<file path="src/rtl/rct_pkg.sv">
// Shared types and codes for the reference count table.
// Used by rct_ctrl, rct_datapath and reference_count_table.
package rct_pkg;

    localparam int OPCODE_W = 3;
    localparam int ID_W     = 8;
    localparam int LEN_W    = 9;
    localparam int STATUS_W = 3;
    localparam int IN_DATA_W  = 24;
    localparam int OUT_DATA_W = 16;

    localparam logic [OPCODE_W-1:0] OP_ALLOC   = 3'd0;
    localparam logic [OPCODE_W-1:0] OP_LIFT    = 3'd1;
    localparam logic [OPCODE_W-1:0] OP_DROP    = 3'd2;
    localparam logic [OPCODE_W-1:0] OP_SWEEP   = 3'd3;
    localparam logic [OPCODE_W-1:0] OP_RESERVE = 3'd4;

    localparam logic [STATUS_W-1:0] ST_DONE    = 3'd0;
    localparam logic [STATUS_W-1:0] ST_REDUCED = 3'd1;
    localparam logic [STATUS_W-1:0] ST_HANGING = 3'd2;
    localparam logic [STATUS_W-1:0] ST_LOST    = 3'd3;
    localparam logic [STATUS_W-1:0] ST_BAD_ID  = 3'd4;
    localparam logic [STATUS_W-1:0] ST_FULL    = 3'd5;
    localparam logic [STATUS_W-1:0] ST_EMPTY   = 3'd6;
    localparam logic [STATUS_W-1:0] ST_SAT     = 3'd7;

    typedef enum logic [2:0] {
        S_CLEAR,
        S_IDLE,
        S_READ,
        S_EVAL,
        S_DONE
    } t_state;

    // Commands from the controller to the datapath
    typedef struct packed {
        logic clear;
        logic load;
        logic read;
        logic eval;
        logic emit;
    } t_cmd;

    // Status from the datapath to the controller
    typedef struct packed {
        logic clear_last;
        logic finish;
    } t_stat;

endpackage

</file>
<file path="src/rtl/reference_count_table.sv">
// Reference count table top level: stream ports around rct_ctrl and rct_datapath.
// Lift, drop, unknown opcodes and trivial reserves finish after a single entry read and
// evaluation; scans read and evaluate one entry at a time through the single-port entry
// memory (allocate and sweep examine up to TABLE_DEPTH entries, reserve up to 2*TABLE_DEPTH).
// Throughput: one request at a time; the next is taken once the previous result is stored.
// Reset: synchronous active low; a clearing pass then writes every entry to zero, no requests.
module reference_count_table #(
    parameter int TABLE_DEPTH = 256,
    parameter int COUNT_BITS  = 16
) (
    input  logic                                i_clk,
    input  logic                                i_rst_n,
    input  logic                                i_s_axis_tvalid,
    output logic                                o_s_axis_tready,
    // entry_id [7:0], run_length [16:8], zero fill above
    input  logic [rct_pkg::IN_DATA_W-1:0]       i_s_axis_tdata,
    // opcode [2:0]
    input  logic [rct_pkg::OPCODE_W-1:0]        i_s_axis_tuser,
    output logic                                o_m_axis_tvalid,
    input  logic                                i_m_axis_tready,
    // result_id [7:0], more_pending [8], zero fill above
    output logic [rct_pkg::OUT_DATA_W-1:0]      o_m_axis_tdata,
    // status [2:0]
    output logic [rct_pkg::STATUS_W-1:0]        o_m_axis_tuser
);
    import rct_pkg::*;

    t_cmd              cmd;
    t_stat             stat;
    logic [ID_W-1:0]   result_id;
    logic              more_pending;

    rct_ctrl u_ctrl (
        .i_clk           (i_clk),
        .i_rst_n         (i_rst_n),
        .i_s_axis_tvalid (i_s_axis_tvalid),
        .o_s_axis_tready (o_s_axis_tready),
        .o_m_axis_tvalid (o_m_axis_tvalid),
        .i_m_axis_tready (i_m_axis_tready),
        .i_stat          (stat),
        .o_cmd           (cmd)
    );

    rct_datapath #(
        .TABLE_DEPTH (TABLE_DEPTH),
        .COUNT_BITS  (COUNT_BITS)
    ) u_datapath (
        .i_clk          (i_clk),
        .i_rst_n        (i_rst_n),
        .i_cmd          (cmd),
        .o_stat         (stat),
        .i_opcode       (i_s_axis_tuser),
        .i_entry_id     (i_s_axis_tdata[ID_W-1:0]),
        .i_run_length   (i_s_axis_tdata[ID_W+LEN_W-1:ID_W]),
        .o_status       (o_m_axis_tuser),
        .o_result_id    (result_id),
        .o_more_pending (more_pending)
    );

    assign o_m_axis_tdata = {(OUT_DATA_W - ID_W - 1)'(0), more_pending, result_id};

endmodule

</file>
<file path="src/rtl/rct_ctrl.sv">
// Controller state machine for the reference count table.
// Depends on rct_pkg; drives rct_datapath through t_cmd.
module rct_ctrl (
    input  logic           i_clk,
    input  logic           i_rst_n,
    input  logic           i_s_axis_tvalid,
    output logic           o_s_axis_tready,
    output logic           o_m_axis_tvalid,
    input  logic           i_m_axis_tready,
    input  rct_pkg::t_stat i_stat,
    output rct_pkg::t_cmd  o_cmd
);
    import rct_pkg::*;

    t_state r_state, n_state;
    logic   r_out_vld;
    logic   out_free;

    assign out_free = !r_out_vld || i_m_axis_tready;

    always_ff @(posedge i_clk) begin
        if (!i_rst_n) begin
            r_state <= S_CLEAR;
        end else begin
            r_state <= n_state;
        end
    end

    always_comb begin
        n_state = r_state;
        case (r_state)
            S_CLEAR: if (i_stat.clear_last) n_state = S_IDLE;
            S_IDLE:  if (i_s_axis_tvalid) n_state = S_READ;
            S_READ:  n_state = S_EVAL;
            S_EVAL:  n_state = i_stat.finish ? S_DONE : S_READ;
            S_DONE:  if (out_free) n_state = S_IDLE;
            default: n_state = S_CLEAR;
        endcase
    end

    always_comb begin
        o_cmd           = '0;
        o_s_axis_tready = 1'b0;
        case (r_state)
            S_CLEAR: o_cmd.clear = 1'b1;
            S_IDLE: begin
                o_s_axis_tready = 1'b1;
                o_cmd.load      = i_s_axis_tvalid;
            end
            S_READ:  o_cmd.read = 1'b1;
            S_EVAL:  o_cmd.eval = 1'b1;
            S_DONE:  o_cmd.emit = out_free;
            default: o_cmd = '0;
        endcase
    end

    always_ff @(posedge i_clk) begin
        if (!i_rst_n) begin
            r_out_vld <= 1'b0;
        end else if (o_cmd.emit) begin
            r_out_vld <= 1'b1;
        end else if (i_m_axis_tready) begin
            r_out_vld <= 1'b0;
        end
    end

    assign o_m_axis_tvalid = r_out_vld;

`ifndef ASSERT_OFF
    // a result appears only out of the done state
    a_rise_from_done: assert property (@(posedge i_clk) disable iff (!i_rst_n)
        $rose(r_out_vld) |-> $past(r_state) == S_DONE)
        else $error("result raised outside done state");

    // every evaluation follows a read of the entry
    a_eval_after_read: assert property (@(posedge i_clk) disable iff (!i_rst_n)
        r_state == S_EVAL |-> $past(r_state) == S_READ)
        else $error("evaluation without a preceding read");

    // an accepted request starts a read in the next cycle
    a_accept_reads: assert property (@(posedge i_clk) disable iff (!i_rst_n)
        (i_s_axis_tvalid && o_s_axis_tready) |=> r_state == S_READ)
        else $error("accepted request did not start");
`endif

endmodule

</file>
<file path="src/rtl/rct_datapath.sv">
// Datapath of the reference count table: entry memory, scan pointer,
// hint and result registers. Depends on rct_pkg; sequenced by rct_ctrl.
module rct_datapath #(
    parameter int TABLE_DEPTH = 256,
    parameter int COUNT_BITS  = 16
) (
    input  logic                           i_clk,
    input  logic                           i_rst_n,
    input  rct_pkg::t_cmd                  i_cmd,
    output rct_pkg::t_stat                 o_stat,
    input  logic [rct_pkg::OPCODE_W-1:0]   i_opcode,
    input  logic [rct_pkg::ID_W-1:0]       i_entry_id,
    input  logic [rct_pkg::LEN_W-1:0]      i_run_length,
    output logic [rct_pkg::STATUS_W-1:0]   o_status,
    output logic [rct_pkg::ID_W-1:0]       o_result_id,
    output logic                           o_more_pending
);
    import rct_pkg::*;

    localparam int AW = $clog2(TABLE_DEPTH);
    localparam int IW = (AW > ID_W) ? AW : ID_W;
    localparam int EW = COUNT_BITS + 1;
    localparam logic [AW-1:0] LAST = AW'(TABLE_DEPTH - 1);

    // entry layout: valid bit on top, count below
    logic [EW-1:0] mem [TABLE_DEPTH];
    logic [EW-1:0] r_rd;

    logic [OPCODE_W-1:0] r_op;
    logic [ID_W-1:0]     r_id;
    logic [LEN_W-1:0]    r_len;
    logic [AW-1:0]       r_ptr, n_ptr;
    logic [AW-1:0]       r_steps, n_steps;
    logic                r_phase, n_phase;
    logic [AW-1:0]       r_found, n_found;
    logic [LEN_W-1:0]    r_run, n_run;
    logic [AW-1:0]       r_hint, n_hint;
    logic [STATUS_W-1:0] r_res_st, n_res_st;
    logic [ID_W-1:0]     r_res_id, n_res_id;
    logic                r_res_more, n_res_more;
    logic [STATUS_W-1:0] r_o_st;
    logic [ID_W-1:0]     r_o_id;
    logic                r_o_more;

    logic                   fin;
    logic                   wr_en;
    logic [AW-1:0]          wr_addr;
    logic [EW-1:0]          wr_data;
    logic                   mem_we;
    logic [AW-1:0]          mem_wa;
    logic [EW-1:0]          mem_wd;
    logic [AW-1:0]          ptr_nx;
    logic [AW-1:0]          start_ptr;
    logic [AW-1:0]          run_start;
    logic [IW-1:0]          id_w, ptr_w, found_w, start_w, hint_w;
    logic [COUNT_BITS-1:0]  cnt;
    logic                   vld;
    logic                   hit0;
    logic                   id_bad;
    logic                   len_big;

    assign cnt     = r_rd[COUNT_BITS-1:0];
    assign vld     = r_rd[COUNT_BITS];
    assign hit0    = vld && (cnt == '0);
    assign ptr_nx  = (r_ptr == LAST) ? '0 : r_ptr + 1'b1;
    assign id_w    = IW'(i_entry_id);
    assign ptr_w   = IW'(r_ptr);
    assign found_w = IW'(r_found);
    assign hint_w  = IW'(r_hint);
    assign id_bad  = 32'(r_id) >= TABLE_DEPTH;
    assign len_big = 32'(r_len) > TABLE_DEPTH;
    assign run_start = AW'(32'(r_ptr) + 32'd1 - 32'(r_len));
    assign start_w = IW'(run_start);

    always_comb begin
        case (i_opcode)
            OP_LIFT, OP_DROP: start_ptr = id_w[AW-1:0];
            OP_SWEEP:         start_ptr = '0;
            default:          start_ptr = r_hint;
        endcase
    end

    // one step of the current request on the entry just read
    always_comb begin
        fin        = 1'b0;
        n_ptr      = r_ptr;
        n_steps    = r_steps;
        n_phase    = r_phase;
        n_found    = r_found;
        n_run      = r_run;
        n_hint     = r_hint;
        wr_en      = 1'b0;
        wr_addr    = r_ptr;
        wr_data    = '0;
        n_res_st   = ST_DONE;
        n_res_id   = '0;
        n_res_more = 1'b0;
        case (r_op)
            OP_ALLOC: begin
                if (!vld) begin
                    fin      = 1'b1;
                    wr_en    = 1'b1;
                    wr_data  = {1'b1, COUNT_BITS'(1)};
                    n_hint   = ptr_nx;
                    n_res_id = ptr_w[ID_W-1:0];
                end else if (r_steps == LAST) begin
                    fin      = 1'b1;
                    n_res_st = ST_FULL;
                end else begin
                    n_ptr   = ptr_nx;
                    n_steps = r_steps + 1'b1;
                end
            end
            OP_LIFT: begin
                fin = 1'b1;
                if (id_bad || !vld) begin
                    n_res_st = ST_BAD_ID;
                end else if (cnt == '1) begin
                    n_res_st = ST_SAT;
                end else begin
                    wr_en   = 1'b1;
                    wr_data = {1'b1, cnt + 1'b1};
                end
            end
            OP_DROP: begin
                fin = 1'b1;
                if (id_bad || !vld || cnt == '0) begin
                    n_res_st = ST_BAD_ID;
                end else begin
                    wr_en   = 1'b1;
                    wr_data = {1'b1, cnt - 1'b1};
                    if (cnt == COUNT_BITS'(2)) begin
                        n_res_st = ST_HANGING;
                    end else if (cnt == COUNT_BITS'(1)) begin
                        n_res_st = ST_LOST;
                    end else begin
                        n_res_st = ST_REDUCED;
                    end
                end
            end
            OP_SWEEP: begin
                if (!r_phase) begin
                    if (hit0) begin
                        n_found = r_ptr;
                        n_phase = 1'b1;
                        if (r_ptr == LAST) begin
                            fin      = 1'b1;
                            wr_en    = 1'b1;
                            wr_data  = {1'b0, cnt};
                            n_res_id = ptr_w[ID_W-1:0];
                        end else begin
                            n_ptr = ptr_nx;
                        end
                    end else if (r_ptr == LAST) begin
                        fin      = 1'b1;
                        n_res_st = ST_EMPTY;
                    end else begin
                        n_ptr = ptr_nx;
                    end
                end else if (hit0 || r_ptr == LAST) begin
                    // free the first hit, flag whether a second one exists
                    fin        = 1'b1;
                    wr_en      = 1'b1;
                    wr_addr    = r_found;
                    n_res_id   = found_w[ID_W-1:0];
                    n_res_more = hit0;
                end else begin
                    n_ptr = ptr_nx;
                end
            end
            OP_RESERVE: begin
                if (r_len == '0) begin
                    fin      = 1'b1;
                    n_res_id = hint_w[ID_W-1:0];
                end else if (len_big) begin
                    fin      = 1'b1;
                    n_res_st = ST_FULL;
                end else if (!vld && (r_run + LEN_W'(1)) == r_len) begin
                    fin      = 1'b1;
                    n_hint   = run_start;
                    n_res_id = start_w[ID_W-1:0];
                end else begin
                    n_run = vld ? '0 : r_run + LEN_W'(1);
                    if (r_ptr == LAST) begin
                        // first pass ends at the top; second pass from id zero
                        if (!r_phase) begin
                            n_phase = 1'b1;
                            n_ptr   = '0;
                            n_run   = '0;
                        end else begin
                            fin      = 1'b1;
                            n_res_st = ST_FULL;
                        end
                    end else begin
                        n_ptr = ptr_nx;
                    end
                end
            end
            default: begin
                fin      = 1'b1;
                n_res_st = ST_BAD_ID;
            end
        endcase
    end

    always_comb begin
        mem_we = 1'b0;
        mem_wa = r_ptr;
        mem_wd = '0;
        if (i_cmd.clear) begin
            mem_we = 1'b1;
        end else if (i_cmd.eval && wr_en) begin
            mem_we = 1'b1;
            mem_wa = wr_addr;
            mem_wd = wr_data;
        end
    end

    always_ff @(posedge i_clk) begin
        if (mem_we) begin
            mem[mem_wa] <= mem_wd;
        end
        if (i_cmd.read) begin
            r_rd <= mem[r_ptr];
        end
    end

    always_ff @(posedge i_clk) begin
        if (!i_rst_n) begin
            r_ptr  <= '0;
            r_hint <= '0;
        end else if (i_cmd.clear) begin
            r_ptr <= ptr_nx;
        end else if (i_cmd.load) begin
            r_ptr <= start_ptr;
        end else if (i_cmd.eval) begin
            r_ptr  <= n_ptr;
            r_hint <= n_hint;
        end
    end

    always_ff @(posedge i_clk) begin
        if (i_cmd.load) begin
            r_op    <= i_opcode;
            r_id    <= i_entry_id;
            r_len   <= i_run_length;
            r_steps <= '0;
            r_phase <= 1'b0;
            r_run   <= '0;
            r_found <= '0;
        end else if (i_cmd.eval) begin
            r_steps <= n_steps;
            r_phase <= n_phase;
            r_run   <= n_run;
            r_found <= n_found;
        end
        if (i_cmd.eval && fin) begin
            r_res_st   <= n_res_st;
            r_res_id   <= n_res_id;
            r_res_more <= n_res_more;
        end
        if (i_cmd.emit) begin
            r_o_st   <= r_res_st;
            r_o_id   <= r_res_id;
            r_o_more <= r_res_more;
        end
    end

    assign o_stat.clear_last = (r_ptr == LAST);
    assign o_stat.finish     = fin;
    assign o_status          = r_o_st;
    assign o_result_id       = r_o_id;
    assign o_more_pending    = r_o_more;

`ifndef ASSERT_OFF
    a_hint_range: assert property (@(posedge i_clk) disable iff (!i_rst_n)
        32'(r_hint) < TABLE_DEPTH)
        else $error("hint beyond table");

    // the hint moves only when a request finishes
    a_hint_on_finish: assert property (@(posedge i_clk) disable iff (!i_rst_n)
        ($past(i_rst_n) && r_hint != $past(r_hint)) |-> $past(i_cmd.eval && fin))
        else $error("hint moved outside a finishing step");

    // the memory is written only by the clearing pass or an evaluation
    a_write_source: assert property (@(posedge i_clk) disable iff (!i_rst_n)
        mem_we |-> (i_cmd.clear || i_cmd.eval))
        else $error("stray memory write");
`endif

endmodule

</file>
<file path="config.mk">
export PLATFORM = sky130hd
export DESIGN_NAME = reference_count_table
export DESIGN_NICKNAME = d
export VERILOG_FILES = /design/src/rtl/rct_pkg.sv /design/src/rtl/reference_count_table.sv /design/src/rtl/rct_ctrl.sv /design/src/rtl/rct_datapath.sv
export SDC_FILE = /design/constraint.sdc
export NUM_CORES = 2
export LEC_CHECK = 0
export ABC_CLOCK_PERIOD_IN_PS = 14700
export BUFFER_PORTS_ARGS = -buffer_cell sky130_fd_sc_hd__buf_2
export CAP_MARGIN = 10
export CORE_MARGIN = 5
export CORE_UTILIZATION = 57
export CTS_BUF_LIST = sky130_fd_sc_hd__clkbuf_16
export CTS_CLUSTER_DIAMETER = 200
export DETAILED_ROUTE_END_ITERATION = 12
export PLACE_DENSITY_LB_ADDON = 0.3
export REMOVE_ABC_BUFFERS = 1
export SKIP_CTS_REPAIR_TIMING = 1
export SYNTH_ARGS = -nofsm -noshare
export SYNTH_HDL_FRONTEND = slang
export SYNTH_MEMORY_MAX_BITS = 65536
export SYNTH_SLANG_ARGS = --single-unit
</file>
<file path="constraint.sdc">
create_clock -name i_clk -period 14.7 [get_ports i_clk]
set_input_delay 3.675 -clock i_clk [delete_from_list [all_inputs] [get_ports i_clk]]
set_output_delay 3.675 -clock i_clk [all_outputs]
set_load 0.01 [all_outputs]
</file>
==> flow_metrics.py <==
metrics = {
    "clocking": {
        "tritoncts": "yes",
        "cts_buffer_depth": 4,
        "cts.sinks": 4451,
        "clock_latency_ps": 1000,
        "cts_made_buffers": 424,
        "cts.clk_slew.worst_paths_ps": 60,
        "cts-root-buf": "clkbuf_16",
        "cts_max_level": 5,
    },
    "global_route": {
        "grt_pass1_vias": 83596,
        "grt_max_degree": 241,
        "antenna_found_initial": 25,
        "grt_usage": 0.274,
        "grt_pass1_wl_um": 618000,
        "overflow": 0,
    },
    "hold_path": {
        "hp-start": "u_datapath.r_res_st[2]$_DFFE_PP_",
        "whs_endpoint": "u_datapath.o_status[2]$_DFFE_PP_",
        "hold_path_depth": 0,
        "min_path_type": "reg2reg",
    },
    "placement": {
        "dp_cells": 11537,
        "dpl_worst_slack_ps": 7440,
        "dpl_cell_area_mm2": 0.179,
        "io_buffer_count": 37,
        "dp_hpwl_um": 245000,
        "place_congestion": 0.903,
    },
    "floorplanning": {
        "die_h_um": 560,
        "die_x_um": 560,
        "io_pins": 52,
        "fp-row-count": 202,
        "dieArea_mm2": 0.314,
        "start_util": 0.571,
        "core_mm2": 0.302,
    },
    "worst_setup_path": {
        "end_kind": "flip-flop",
        "critPathKind": "reg2reg",
        "crit_top_cell": "buf_4",
        "cp_max_fo": 60,
        "rr_worst_depth": 10,
        "r2r-end": "u_datapath.r_rd[6]$_DFFE_PP_",
        "critical_path_arrival_ps": 8030,
        "slowest_stage": "dfxtp_4",
        "path_buf_inv": 5,
        "crit_path_start_kind": "flip-flop",
        "reg2reg_slack_ps": 7340,
        "crit_family": "buffers and inverters",
        "r2r_start": "u_datapath.ptr_w[1]$_SDFFE_PN0P_",
        "cp.required_ps": 15370,
        "max_stage_delay_ps": 910,
        "cp.depth": 10,
        "crit_chain": "buf_4 -> buf_4 -> buf_4 -> buf_4 -> buf_4 -> mux4_2 -> mux4_2 -> o22ai_1 -> or4_1 -> nor4_1",
    },
    "timing": {
        "rsz0062_at_grt": "false",
        "clock.fmax_mhz": 136,
        "worstMarginPinSlew_ps": 1560,
        "setup_viol": 0,
        "fin_crit_sh": 0.500,
        "clock_skew_ps": 70.6,
        "slew_headroom": -0.0372,
        "min_period_ps": 7360,
        "final_hold_viol_count": 0,
        "layout_setup_ws_ps": 7340,
        "tns_ps": 0,
        "slew_viol_final": 48,
    },
    "synthesis": {
        "post-synth-top-area-cell": "edfxtp_1",
        "yosysWarningCount": 0,
        "synth_cell_types": 79,
        "synth_area_mm2": 0.173,
        "yosysMostFrequentCell": "edfxtp_1",
        "synth_seq_cells": 4451,
        "synth_edf_count": 4405,
        "synth_top_area_frac": 0.766,
        "async_reset_ff_frac": 0,
        "syn_area_per_cell_um2": 22.8,
        "synth_flop_cell": "edfxtp_1",
        "yosys-top-cells-area": "edfxtp_1 77%, mux4_2 17%, nor2_1 0.75%",
        "syn_inst": 7560,
        "synthTopCellsByCount": "4405 x edfxtp_1, 1291 x mux4_2, 344 x nor2_1, 178 x clkbuf_1, 167 x buf_2",
        "ys_seq_area_frac": 0.772,
    },
    "routing": {
        "routed_wl_um": 431000,
        "vias": 83875,
        "dr.first_iter.drc_count": 12417,
        "vias_per_cell": 6.80,
        "first_pass_iters": 9,
        "drc": 0,
        "wire_per_inst_um": 34.9,
        "drtAntennaViolNets": 0,
    },
    "layout": {
        "drive_above_1_share": 0.302,
        "n_fill_cell": 19256,
        "final_area_mm2": 0.193,
        "final_cells": 12336,
        "area_growth_pct": 12.0,
        "num-nets-final": 8043,
    },
    "pwr": {
        "p_leak_nw": 47.7,
        "p_total_mw": 25.3,
        "ir_worst_vdd_uv": 151,
        "p_per_area_mw_per_mm2": 131,
    },
    "outcome": {
        "violations": "max-slew violations",
        "status": "finished with violations",
    },
    "job": {
        "max_cap_violations": 0,
    },
}
-- state kept, by name, summed over array words and instances (netlist names), 3 cells and up --
register and count:
u_datapath.ptr_w 8, u_datapath.r_res_id 8, u_datapath.o_status 3, u_datapath.r_rd 17
u_datapath.r_run 9, u_datapath.r_res_st 3, u_datapath.r_steps 8, u_datapath.o_result_id 8
u_datapath.mem 4352, u_datapath.r_len 9, u_datapath.hint_w 8, u_datapath.r_op 3
u_ctrl.r_state 3, u_datapath.found_w 8
-- where the power goes --
group          switching, mW  total (mW)  internal [mW]
Combinational          0.460       0.757          0.297
Sequential            0.0368        13.8           13.8
Clock                   4.75        10.7           5.98
Total                   5.25        25.3           20.0
-- worst max path at each step --
stage | from | endpoint | slack (ps)
5_1_grt | u_datapath.ptr_w[1]$_SDFFE_PN0P_ | u_datapath.r_rd[6]$_DFFE_PP_ | 7190
6_report | u_datapath.ptr_w[1]$_SDFFE_PN0P_ | u_datapath.r_rd[6]$_DFFE_PP_ | 7340
4_1_cts | u_datapath.ptr_w[1]$_SDFFE_PN0P_ | u_datapath.r_rd[6]$_DFFE_PP_ | 7490
2_1_floorplan | u_datapath.ptr_w[0]$_SDFFE_PN0P_ | u_datapath.mem[0][7]$_DFFE_PP_ | -46120
3_3_place_gp | u_datapath.ptr_w[1]$_SDFFE_PN0P_ | u_datapath.r_rd[6]$_DFFE_PP_ | 7490
3_5_place_dp | u_datapath.ptr_w[1]$_SDFFE_PN0P_ | u_datapath.r_rd[6]$_DFFE_PP_ | 7440
-- routing by layer --
layer,wire length [µm],part of all wire,vias up,GRT usage
li1,-,-,33127,-
met1,159000,0.37,44676,0.392
met2,210000,0.49,5300,0.437
met3,46900,0.11,760,0.0597
met4,14800,0.034,12,0.0787
met5,81,0.00019,-,0
-- worst register-to-register path, stage by stage, from the launching register on --
cell	delay [ps]
dfxtp_4	910
buf_4	710
buf_4	810
buf_4	680
buf_4	750
buf_4	800
mux4_2	590
mux4_2	550
o22ai_1	750
or4_1	450
nor4_1	80
-- kinds of logic (layout without fill, tap and decap cells) --
logic type | after synthesis | after routing | share of synthesized area
adders and majority gates | 24 | 24 | 0.00177
and+or+nand+nor | 794 | 794 | 0.0216
buffers and inverters | 453 | 1230 | 0.0120
AOI/OAI and AO/OA | 397 | 397 | 0.0158
other | 1 | 22 | 0.0000217
muxes | 1414 | 1414 | 0.176
xor gates and xnor gates | 26 | 26 | 0.00132
DFF | 4451 | 4451 | 0.772
-- stage by stage --
stage | util | hold WS [ps]
final | 0.640 | 402
after global routing | 0.640 | 409
after CTS | 0.639 | 397
after floorplan | - | 400
after detailed placement | 0.594 | 406
after global placement | 0.594 | 407
-- area by class of cell --
class / instances / area (µm²) / share of cell area
multi-input combinational: 2662 / 37900 / 0.196
timing repair buffer: 426 / 3370 / 0.0174
clock buffer: 424 / 10600 / 0.0549
inverter: 24 / 90.1 / 0.000466
clock inverter: 356 / 3210 / 0.0166
antenna: 15 / 37.5 / 0.000194
tap: 3978 / 4980 / 0.0257
sequential: 4451 / 133000 / 0.689
-- cells in the final DEF, fill, tap and decap left out, types with 24 or more instances in the layout --
master     count
o21ai_0       50
nor2_1       236
clkbuf_16    424
a21oi_1       57
clkinv_2      87
nand3_1       93
buf_2         37
o22ai_1       94
nor2_2       105
nor2b_1       47
mux4_2      1291
buf_4        369
dfxtp_1       40
mux2_2        33
inv_1        102
mux2i_1       88
a211oi_1      56
nor3_1        24
edfxtp_1    4405
clkinv_1      93
bufinv_16     39
nand2_1      123
No activity file was read; power rests on OpenSTA's default activity.
